`src/wwci_pkg.sv`:
```
// shared types, constants and register codes of the window charge integrator
`timescale 1ns / 1ps

package wwci_pkg;

  localparam int unsigned WORD_W     = 32;
  localparam int unsigned ADC_W      = 12;
  localparam int unsigned CELL_W     = 11;
  localparam int unsigned SUM_W      = 24;
  localparam int unsigned SHIFT_W    = 4;
  localparam int unsigned OFFSET_W   = 13;
  localparam int unsigned CFG_IDX_W  = 3;
  localparam int unsigned CFG_DATA_W = 13;

  // count word is taken modulo the cell depth
  localparam int unsigned MAX_CELLS  = 1024;
  localparam int unsigned COUNT_W    = $clog2(MAX_CELLS);

  localparam logic [WORD_W-1:0] HEADER_WORD = 32'hffff_dddd;
  localparam int unsigned SKIP_WORDS = 8;
  localparam int unsigned POS_W      = 4;

  localparam int unsigned DEF_CHANNELS    = 2;
  localparam int unsigned DEF_QUEUE_DEPTH = 4;

  localparam logic [CELL_W-1:0]          RST_WINDOW_AFTER  = 11'd400;
  localparam logic [CELL_W-1:0]          RST_WINDOW_BEFORE = 11'd500;
  localparam logic [ADC_W-1:0]           RST_PEDESTAL      = 12'd1700;
  localparam logic [SHIFT_W-1:0]         RST_SUM_SHIFT     = 4'd4;
  localparam logic signed [OFFSET_W-1:0] RST_RESULT_OFFSET = -13'sd2000;

  typedef enum logic [CFG_IDX_W-1:0] {
    REG_WINDOW_AFTER  = 3'd0,
    REG_WINDOW_BEFORE = 3'd1,
    REG_PEDESTAL      = 3'd2,
    REG_SUM_SHIFT     = 3'd3,
    REG_RESULT_OFFSET = 3'd4
  } cfg_reg_t;

  typedef struct packed {
    logic [CELL_W-1:0] after;
    logic [CELL_W-1:0] upper;
  } window_cfg_t;

  typedef struct packed {
    logic [ADC_W-1:0]           pedestal;
    logic [SHIFT_W-1:0]         shift;
    logic signed [OFFSET_W-1:0] offset;
  } calc_cfg_t;

  // one classified sample handed from front to back
  typedef struct packed {
    logic             chan;
    logic             last;
    logic             in_win;
    logic [ADC_W-1:0] adc;
  } sample_t;

endpackage

```
`src/wwci_fifo.sv`:
```
// small flop-based queue between the word parser and the accumulator
`timescale 1ns / 1ps

module wwci_fifo #(
  parameter int unsigned WIDTH = 15,
  parameter int unsigned DEPTH = 4
) (
  input  logic             clk,
  input  logic             rst,
  input  logic             push_valid,
  output logic             push_ready,
  input  logic [WIDTH-1:0] push_data,
  output logic             pop_valid,
  input  logic             pop_ready,
  output logic [WIDTH-1:0] pop_data
);

  localparam int unsigned IDX_W = (DEPTH > 1) ? $clog2(DEPTH) : 1;
  localparam int unsigned CNT_W = $clog2(DEPTH + 1);

  logic [WIDTH-1:0] mem [DEPTH];
  logic [IDX_W-1:0] wr_ptr;
  logic [IDX_W-1:0] rd_ptr;
  logic [CNT_W-1:0] count;
  logic             push;
  logic             pop;

  assign push_ready = (count != CNT_W'(DEPTH));
  assign pop_valid  = (count != '0);
  assign pop_data   = mem[rd_ptr];
  assign push       = push_valid && push_ready;
  assign pop        = pop_valid && pop_ready;

  always_ff @(posedge clk) begin
    if (rst) begin
      wr_ptr <= '0;
      rd_ptr <= '0;
      count  <= '0;
    end else begin
      if (push) begin
        wr_ptr <= (wr_ptr == IDX_W'(DEPTH - 1)) ? '0 : wr_ptr + IDX_W'(1);
      end
      if (pop) begin
        rd_ptr <= (rd_ptr == IDX_W'(DEPTH - 1)) ? '0 : rd_ptr + IDX_W'(1);
      end
      if (push && !pop) begin
        count <= count + CNT_W'(1);
      end else if (pop && !push) begin
        count <= count - CNT_W'(1);
      end
    end
  end

  always_ff @(posedge clk) begin
    if (push) begin
      mem[wr_ptr] <= push_data;
    end
  end

endmodule

```
`src/wwci_front.sv`:
```
// word parser: finds headers, skips, reads the count and tags samples
`timescale 1ns / 1ps

module wwci_front #(
  parameter int unsigned CHANNELS = wwci_pkg::DEF_CHANNELS
) (
  input  logic                         clk,
  input  logic                         rst,
  input  logic                         in_valid,
  output logic                         in_ready,
  input  logic [wwci_pkg::WORD_W-1:0]  in_word,
  input  wwci_pkg::window_cfg_t        win,
  output logic                         push_valid,
  input  logic                         push_ready,
  output wwci_pkg::sample_t            push_data
);

  import wwci_pkg::*;

  localparam int unsigned CH_W = (CHANNELS > 1) ? $clog2(CHANNELS) : 1;

  typedef enum logic [1:0] {
    ST_WAIT,
    ST_SKIP,
    ST_COUNT,
    ST_DATA
  } state_t;

  state_t            state;
  logic [POS_W-1:0]  hdr_pos;
  logic [CELL_W-1:0] samples;
  logic [CELL_W-1:0] cell_idx;
  logic [CH_W-1:0]   chan;

  logic              accept;
  logic              in_win;
  logic [CELL_W-1:0] cell_inc;
  logic              last;
  logic              chan_last;

  assign in_ready  = push_ready;
  assign accept    = in_valid && in_ready;
  assign in_win    = (cell_idx > win.after) && (cell_idx < win.upper);
  assign cell_inc  = cell_idx + CELL_W'(1);
  assign last      = (cell_inc == samples);
  assign chan_last = (chan == CH_W'(CHANNELS - 1));

  assign push_valid       = accept && (state == ST_DATA);
  assign push_data.chan   = chan[0];
  assign push_data.last   = last;
  assign push_data.in_win = in_win;
  assign push_data.adc    = in_word[ADC_W-1:0];

  always_ff @(posedge clk) begin
    if (rst) begin
      state    <= ST_WAIT;
      hdr_pos  <= '0;
      samples  <= '0;
      cell_idx <= '0;
      chan     <= '0;
    end else if (accept) begin
      unique case (state)
        ST_WAIT: begin
          if (in_word == HEADER_WORD) begin
            state   <= ST_SKIP;
            hdr_pos <= '0;
          end
        end
        ST_SKIP: begin
          hdr_pos <= hdr_pos + POS_W'(1);
          if (hdr_pos == POS_W'(SKIP_WORDS - 1)) begin
            state <= ST_COUNT;
          end
        end
        ST_COUNT: begin
          samples  <= CELL_W'(in_word[COUNT_W-1:0]) + CELL_W'(1);
          cell_idx <= '0;
          chan     <= '0;
          state    <= ST_DATA;
        end
        ST_DATA: begin
          if (last) begin
            cell_idx <= '0;
            if (chan_last) begin
              chan  <= '0;
              state <= ST_WAIT;
            end else begin
              chan <= chan + CH_W'(1);
            end
          end else begin
            cell_idx <= cell_inc;
          end
        end
        default: state <= ST_WAIT;
      endcase
    end
  end

endmodule

```
`src/wwci_back.sv`:
```
// accumulator and result stage: sums window samples, scales and offsets
`timescale 1ns / 1ps

module wwci_back (
  input  logic                              clk,
  input  logic                              rst,
  input  logic                              pop_valid,
  output logic                              pop_ready,
  input  wwci_pkg::sample_t                 pop_data,
  input  wwci_pkg::calc_cfg_t               calc,
  output logic                              out_valid,
  input  logic                              out_ready,
  output logic                              out_chan,
  output logic signed [wwci_pkg::SUM_W-1:0] out_charge
);

  import wwci_pkg::*;

  logic signed [SUM_W-1:0] sum;
  logic signed [SUM_W-1:0] sum_next;
  logic signed [ADC_W:0]   diff;

  // finished sum waiting for scaling
  logic                    fin_valid;
  logic                    fin_chan;
  logic signed [SUM_W-1:0] fin_sum;
  logic signed [SUM_W-1:0] shifted;
  logic signed [SUM_W-1:0] charge_next;

  logic fin_move;
  logic pop;

  assign fin_move  = fin_valid && (!out_valid || out_ready);
  assign pop_ready = !fin_valid || fin_move;
  assign pop       = pop_valid && pop_ready;

  assign diff     = $signed({1'b0, pop_data.adc}) - $signed({1'b0, calc.pedestal});
  assign sum_next = pop_data.in_win
                    ? sum + {{(SUM_W-ADC_W-1){diff[ADC_W]}}, diff}
                    : sum;

  assign shifted     = fin_sum >>> calc.shift;
  assign charge_next = shifted + {{(SUM_W-OFFSET_W){calc.offset[OFFSET_W-1]}}, calc.offset};

  always_ff @(posedge clk) begin
    if (rst) begin
      sum       <= '0;
      fin_valid <= 1'b0;
      out_valid <= 1'b0;
    end else begin
      if (fin_move) begin
        out_valid <= 1'b1;
      end else if (out_valid && out_ready) begin
        out_valid <= 1'b0;
      end
      if (pop && pop_data.last) begin
        fin_valid <= 1'b1;
      end else if (fin_move) begin
        fin_valid <= 1'b0;
      end
      if (pop) begin
        if (pop_data.last) begin
          sum <= '0;
        end else begin
          sum <= sum_next;
        end
      end
    end
  end

  always_ff @(posedge clk) begin
    if (pop && pop_data.last) begin
      fin_sum  <= sum_next;
      fin_chan <= pop_data.chan;
    end
    if (fin_move) begin
      out_chan   <= fin_chan;
      out_charge <= charge_next;
    end
  end

endmodule

```
`src/waveform_window_charge_integrator.sv`:
```
// top level of the waveform window charge integrator
`timescale 1ns / 1ps

// Takes one 32-bit digitizer word per beat. Outside an event only the header
// word 0xffffdddd matters; after it eight words are skipped, and the next word
// gives the sample count per channel (low 10 bits plus one). Then that many
// samples follow for each of CHANNELS_PER_EVENT channels; a header value inside
// the samples is just a sample. Samples whose cell index lies strictly between
// window_after and window_before add (adc - pedestal) to the channel sum, and
// at the end of each channel one result beat leaves with
// (sum >>> sum_shift) + result_offset and the channel number (its low bit).
// Rate: one input word per cycle, sustained. The parser in front tags each
// sample and drops it into a QUEUE_DEPTH-entry queue; the accumulator behind it
// drains one entry per cycle, so input stalls only once downstream backpressure
// has filled the result stage and the queue. With nothing ahead, m_tvalid
// rises once the channel's last sample has passed the queue, fin_sum and the
// output register. The user writes configuration via cfg_we/cfg_index/
// cfg_data only while no event is in flight; the block does not enforce it.
module waveform_window_charge_integrator #(
  parameter int unsigned CHANNELS_PER_EVENT = wwci_pkg::DEF_CHANNELS,
  parameter int unsigned QUEUE_DEPTH        = wwci_pkg::DEF_QUEUE_DEPTH
) (
  input  logic                            clk,
  input  logic                            rst,
  // input stream
  input  logic                            s_tvalid,
  output logic                            s_tready,
  input  logic [31:0]                     s_tdata,   // [31:0] stream_word
  // result stream
  output logic                            m_tvalid,
  input  logic                            m_tready,
  output logic [23:0]                     m_tdata,   // [23:0] charge
  output logic                            m_tuser,   // [0] channel_index
  // register writes
  input  logic                            cfg_we,
  input  logic [wwci_pkg::CFG_IDX_W-1:0]  cfg_index,
  input  logic [wwci_pkg::CFG_DATA_W-1:0] cfg_data
);

  import wwci_pkg::*;

  localparam int unsigned ENTRY_W = $bits(sample_t);

  // configuration registers
  window_cfg_t win;
  calc_cfg_t   calc;

  always_ff @(posedge clk) begin
    if (rst) begin
      win.after     <= RST_WINDOW_AFTER;
      win.upper     <= RST_WINDOW_BEFORE;
      calc.pedestal <= RST_PEDESTAL;
      calc.shift    <= RST_SUM_SHIFT;
      calc.offset   <= RST_RESULT_OFFSET;
    end else if (cfg_we) begin
      // indexes beyond the list are ignored
      case (cfg_index)
        REG_WINDOW_AFTER:  win.after     <= cfg_data[CELL_W-1:0];
        REG_WINDOW_BEFORE: win.upper     <= cfg_data[CELL_W-1:0];
        REG_PEDESTAL:      calc.pedestal <= cfg_data[ADC_W-1:0];
        REG_SUM_SHIFT:     calc.shift    <= cfg_data[SHIFT_W-1:0];
        REG_RESULT_OFFSET: calc.offset   <= $signed(cfg_data[OFFSET_W-1:0]);
        default: ;
      endcase
    end
  end

  // front: parse the word stream into tagged samples
  logic             push_valid;
  logic             push_ready;
  sample_t          push_data;

  wwci_front #(
    .CHANNELS (CHANNELS_PER_EVENT)
  ) u_front (
    .clk        (clk),
    .rst        (rst),
    .in_valid   (s_tvalid),
    .in_ready   (s_tready),
    .in_word    (s_tdata),
    .win        (win),
    .push_valid (push_valid),
    .push_ready (push_ready),
    .push_data  (push_data)
  );

  // queue between parser and accumulator
  logic               pop_valid;
  logic               pop_ready;
  logic [ENTRY_W-1:0] pop_bits;
  sample_t            pop_data;

  wwci_fifo #(
    .WIDTH (ENTRY_W),
    .DEPTH (QUEUE_DEPTH)
  ) u_fifo (
    .clk        (clk),
    .rst        (rst),
    .push_valid (push_valid),
    .push_ready (push_ready),
    .push_data  (ENTRY_W'(push_data)),
    .pop_valid  (pop_valid),
    .pop_ready  (pop_ready),
    .pop_data   (pop_bits)
  );

  assign pop_data = sample_t'(pop_bits);

  // back: accumulate, scale, offset, hold result for the output beat
  logic signed [SUM_W-1:0] charge;

  wwci_back u_back (
    .clk        (clk),
    .rst        (rst),
    .pop_valid  (pop_valid),
    .pop_ready  (pop_ready),
    .pop_data   (pop_data),
    .calc       (calc),
    .out_valid  (m_tvalid),
    .out_ready  (m_tready),
    .out_chan   (m_tuser),
    .out_charge (charge)
  );

  assign m_tdata = charge;

endmodule
```
`config.mk`:
```
export PLATFORM = sky130hd
export DESIGN_NAME = waveform_window_charge_integrator
export DESIGN_NICKNAME = d
export VERILOG_FILES = /design/src/wwci_pkg.sv /design/src/wwci_fifo.sv /design/src/wwci_front.sv /design/src/wwci_back.sv /design/src/waveform_window_charge_integrator.sv
export SDC_FILE = /design/constraint.sdc
export NUM_CORES = 1
export LEC_CHECK = 0
export ABC_AREA = 1
export BUFFER_PORTS_ARGS = -buffer_cell sky130_fd_sc_hd__buf_2
export CAP_MARGIN = 40
export CORE_UTILIZATION = 45
export CTS_CLUSTER_DIAMETER = 150
export DETAILED_ROUTE_END_ITERATION = 8
export PLACE_DENSITY_LB_ADDON = 0.3
export SLEW_MARGIN = 40
export SYNTH_ARGS = -nofsm -noshare
export SYNTH_HDL_FRONTEND = slang
export SYNTH_SLANG_ARGS = --single-unit
```
`constraint.sdc`:
```
create_clock -name clk -period 4.1 [get_ports clk]
set_clock_uncertainty 0.1 [all_clocks]
set_input_delay 0 -clock clk [delete_from_list [all_inputs] [get_ports clk]]
set_output_delay 0 -clock clk [all_outputs]
set_load 0.02 [all_outputs]
```
==> impl_metrics.yaml <==
timing:
  slew_headroom_pct: 41.6
  hold_violations: 0
  worst_pin_slew_ns: 0.868
  period_needed_ns: 3.84
  drv_slew: 0
  max_clock_freq_mhz: 260
  setup_viol_count_final: 0
  fin_crit_sh_pct: 93.8
cts:
  cts_tree: "done"
  clock_latency_ns: 0.54
  cts_htree_levels: 1
  clk_pin_slew_ns: 0.06
  numCtsBuffers: 25
  cts.sinks: 225
  ctsLongestPathBuffers: 3
  cts_root_buffer: "clkbuf_16"
setup_path:
  path_depth: 22
  path_class: "flop to flop"
  critPathLaunchType: "flop"
  r2r-end: "u_back.sum[12]$_SDFFE_PP0P_"
  end_kind: "flop"
  crit_slowest_cell: "dfxtp_4"
  r2r_setup_slack_ns: 0.26
  critical_path.max_stage_delay_ns: 0.38
  crit_fanout: 20
  crit_arrival_ns: 4.21
  critPathRequiredTime_ns: 4.46
  rr_worst_depth: 22
  crit_chain: "buf_12 -> o21ai_0 -> o22ai_1 -> ha_1 -> a21oi_1 -> nand2_1 -> a21boi_2 -> o21ai_2 -> buf_4 -> xnor2_1 -> inv_1 -> ha_1 -> nand2_1 -> nor2_1 -> nand2_1 -> nand3_1 -> nand2_1 -> nand2_1 -> xnor2_1 -> o21ai_0 -> nand2_1 -> a21oi_1"
  worst-path-buf-inv: 3
  crit_family: "compound AO/OA/AOI/OAI gates"
  cp_common_cell: "nand2_1"
detailed_routing:
  drt-initial-drc-count: 921
  viasPerCell: 5.29
  wl_um: 34600
  vias: 12199
  ant_nets: 0
  wl_per_cell_um: 15.0
  drt-pass1-iter-count: 6
  drc: 0
flow_run:
  cap_violations: 0
placed_design:
  port_buffers: 79
  placed_area_sq_mm: 0.0146
  gp_congestion: 0.948
  hpwl_um: 25100
logic_synthesis:
  ys_warn_count: 0
  synth_top_area_cell: "edfxtp_1"
  ys_seq_area_share_pct: 41.1
  async_flop_share_pct: 0
  synth-main-ff-cell: "dfxtp_1"
  synth_top_cell_area_share_pct: 24.2
  synth_area_leaders: "edfxtp_1, dfxtp_1, nand2_1, ha_1, o21ai_0"
  ys_seq_elements: 225
  synth-edff-count: 110
  synth_area_sq_mm: 0.0136
  post_synth_inst_count: 1766
  yosysUniqueCellTypes: 49
  syn-num-nets: 1919
  syn_avg_cell_area_sq_um: 7.73
final_layout:
  layout.area.seq_sq_mm: 0.00561
  num_antenna_cells: 0
  multi_input_area_sq_mm: 0.00733
  final_cell_mix: "nand2_1, inv_1, o21ai_0"
  final_common_cell: "nand2_1"
  nets: 2051
  fin_area_sq_mm: 0.0161
  fillers: 2724
  area_growth_pct: 18.1
  final_core_util_pct: 54.2
  drive_gt1_share_pct: 12.3
floorplan:
  die_w_um: 176
  die_y_um: 176
  core_area_sq_mm: 0.0297
  ios: 80
  start_util_pct: 45.9
  dieArea_sq_mm: 0.0310
  row_count: 63
status:
  outcome: "complete, no violations"
hold_path:
  min_delay_path_depth: 9
  min_to: "u_front.hdr_pos[1]$_SDFFE_PP0P_"
  hp-start: "s_tdata[26]"
  min_path_type: "input port to flop"
pwr:
  p_leak_nw: 6.96
  ir_drop_uv: 437
  pwr_density_cell_mw_per_mm2: 721
grt:
  grt_pass1_wl_um: 55300
  grt_overflow: 0
  antenna_found_initial: 1
  grt.total_usage_pct: 22.1
  grt_pass1_vias: 11386
  grt_max_degree: 68
## synthesized netlist by cell type, types with 4 or more instances
cell type / number
fa_1: 4
o21ai_0: 162
o211ai_1: 16
o21bai_1: 5
a21oi_1: 158
nand4_1: 27
nand2_2: 10
nand2_1: 411
nand3_1: 114
nor2_1: 140
dfxtp_1: 115
edfxtp_1: 110
or2_2: 10
clkbuf_1: 38
a211oi_1: 4
mux2i_1: 7
a31oi_1: 13
o21ai_1: 4
nor3_1: 11
nand3b_1: 4
nor2_2: 4
and2_1: 4
a21o_1: 4
inv_2: 6
inv_1: 181
xor2_1: 29
buf_2: 7
buf_1: 7
ha_1: 96
o22ai_1: 12
xnor2_1: 20
## worst min-delay path, cell delays in order
cell     delay, ns
buf_2         0.10
nand2_1       0.05
nor3_1        0.04
nand3_1       0.11
nand2_1       0.07
nand2_1       0.10
nor2_1        0.07
nand2_1       0.05
a21oi_1       0.06
## worst max-delay path by stage
stage                                   endpoint  slack [ns]  from
floorplan           u_back.fin_sum[19]$_DFFE_PP_        0.17  flop
global placement    u_back.fin_sum[19]$_DFFE_PP_        0.13  flop
detailed placement  u_back.fin_sum[19]$_DFFE_PP_       -0.05  flop
CTS                 u_back.fin_sum[19]$_DFFE_PP_        0.03  flop
global route         u_back.sum[16]$_SDFFE_PP0P_       -0.05  flop
finish               u_back.sum[12]$_SDFFE_PP0P_        0.26  flop
## where the power goes
| part | internal [mW] | leakage (nW) | switching, mW | total, mW |
|---|---|---|---|---|
| sequential | 2.97 | 1.95 | 0.271 | 3.24 |
| clock | 1.30 | 0.412 | 0.951 | 2.25 |
| combinational | 2.33 | 4.60 | 3.79 | 6.12 |
## sequential cells by signal, indices dropped and copies added, names as in the netlist, named ones only
| name | flops |
|---|---|
| u_back.fin_chan | 1 |
| u_fifo.wr_ptr | 2 |
| u_back.out_chan | 1 |
| win | 22 |
| u_fifo.mem | 60 |
| calc | 29 |
| u_front.state | 2 |
| u_front.hdr_pos | 4 |
| u_back.fin_valid | 1 |
| u_back.out_charge | 24 |
| u_back.out_valid | 1 |
| u_back.sum | 24 |
| u_front.chan | 1 |
| u_front.samples | 11 |
| u_fifo.count | 3 |
| u_back.fin_sum | 24 |
| u_fifo.rd_ptr | 2 |
| u_front.cell_idx | 11 |
## final cells by class
type	instances	share of cell area [%]
timing repair inverter	1	0.0466
multi-input combinational	1298	45.5
clock buffer	34	4.68
sequential	225	34.8
tap	390	3.03
timing repair buffer	158	6.95
clock inverter	12	0.513
inverter	189	4.46
## logic make-up after synthesis
group,after synthesis,synth area share [%]
AOI/OAI and AO/OA,392,15.5
xor gates and xnor gates,49,3.14
adders and majority gates,100,9.39
buffers and inverters,243,6.81
DFF,225,41.1
muxes,7,0.513
and+or+nand+nor,750,23.6
## metal layers
layer,wire [um],GRT usage [%],up-vias
met2,16500,37.5,341
met1,15100,27.9,5528
met3,1530,2.54,78
li1,-,-,6252
met5,0,0,-
met4,1450,10.3,0
## stage by stage
| step | power (mW) | instances | setup WS, ns | TNS [ns] | hold WS (ns) |
|---|---|---|---|---|---|
| final | 11.6 | 2307 | 0.255 | 0 | 0.0429 |
| after global routing | 12.5 | 2307 | -0.0525 | -0.209 | 0.0991 |
| after CTS | 11.1 | 2301 | 0.0263 | 0 | 0.0332 |
| after detailed placement | 8.84 | 2214 | -0.0457 | -0.0457 | 0.116 |
| after global placement | 8.73 | 2214 | 0.129 | 0 | 0.113 |
| after floorplan | 7.34 | 1766 | 0.170 | 0 | -0.0100 |
## repair_timing
item                                   in CTS  in global routing
pin swaps                                   0                 10
gates cloned                                0                  1
hold buffers                               41                  0
resized for setup                           2                 54
buffers inserted                            0                  5
endpoints found under the hold margin     133                  0
setup endpoints to repair                   4                 34
No activity file was read; power rests on OpenSTA's default activity.
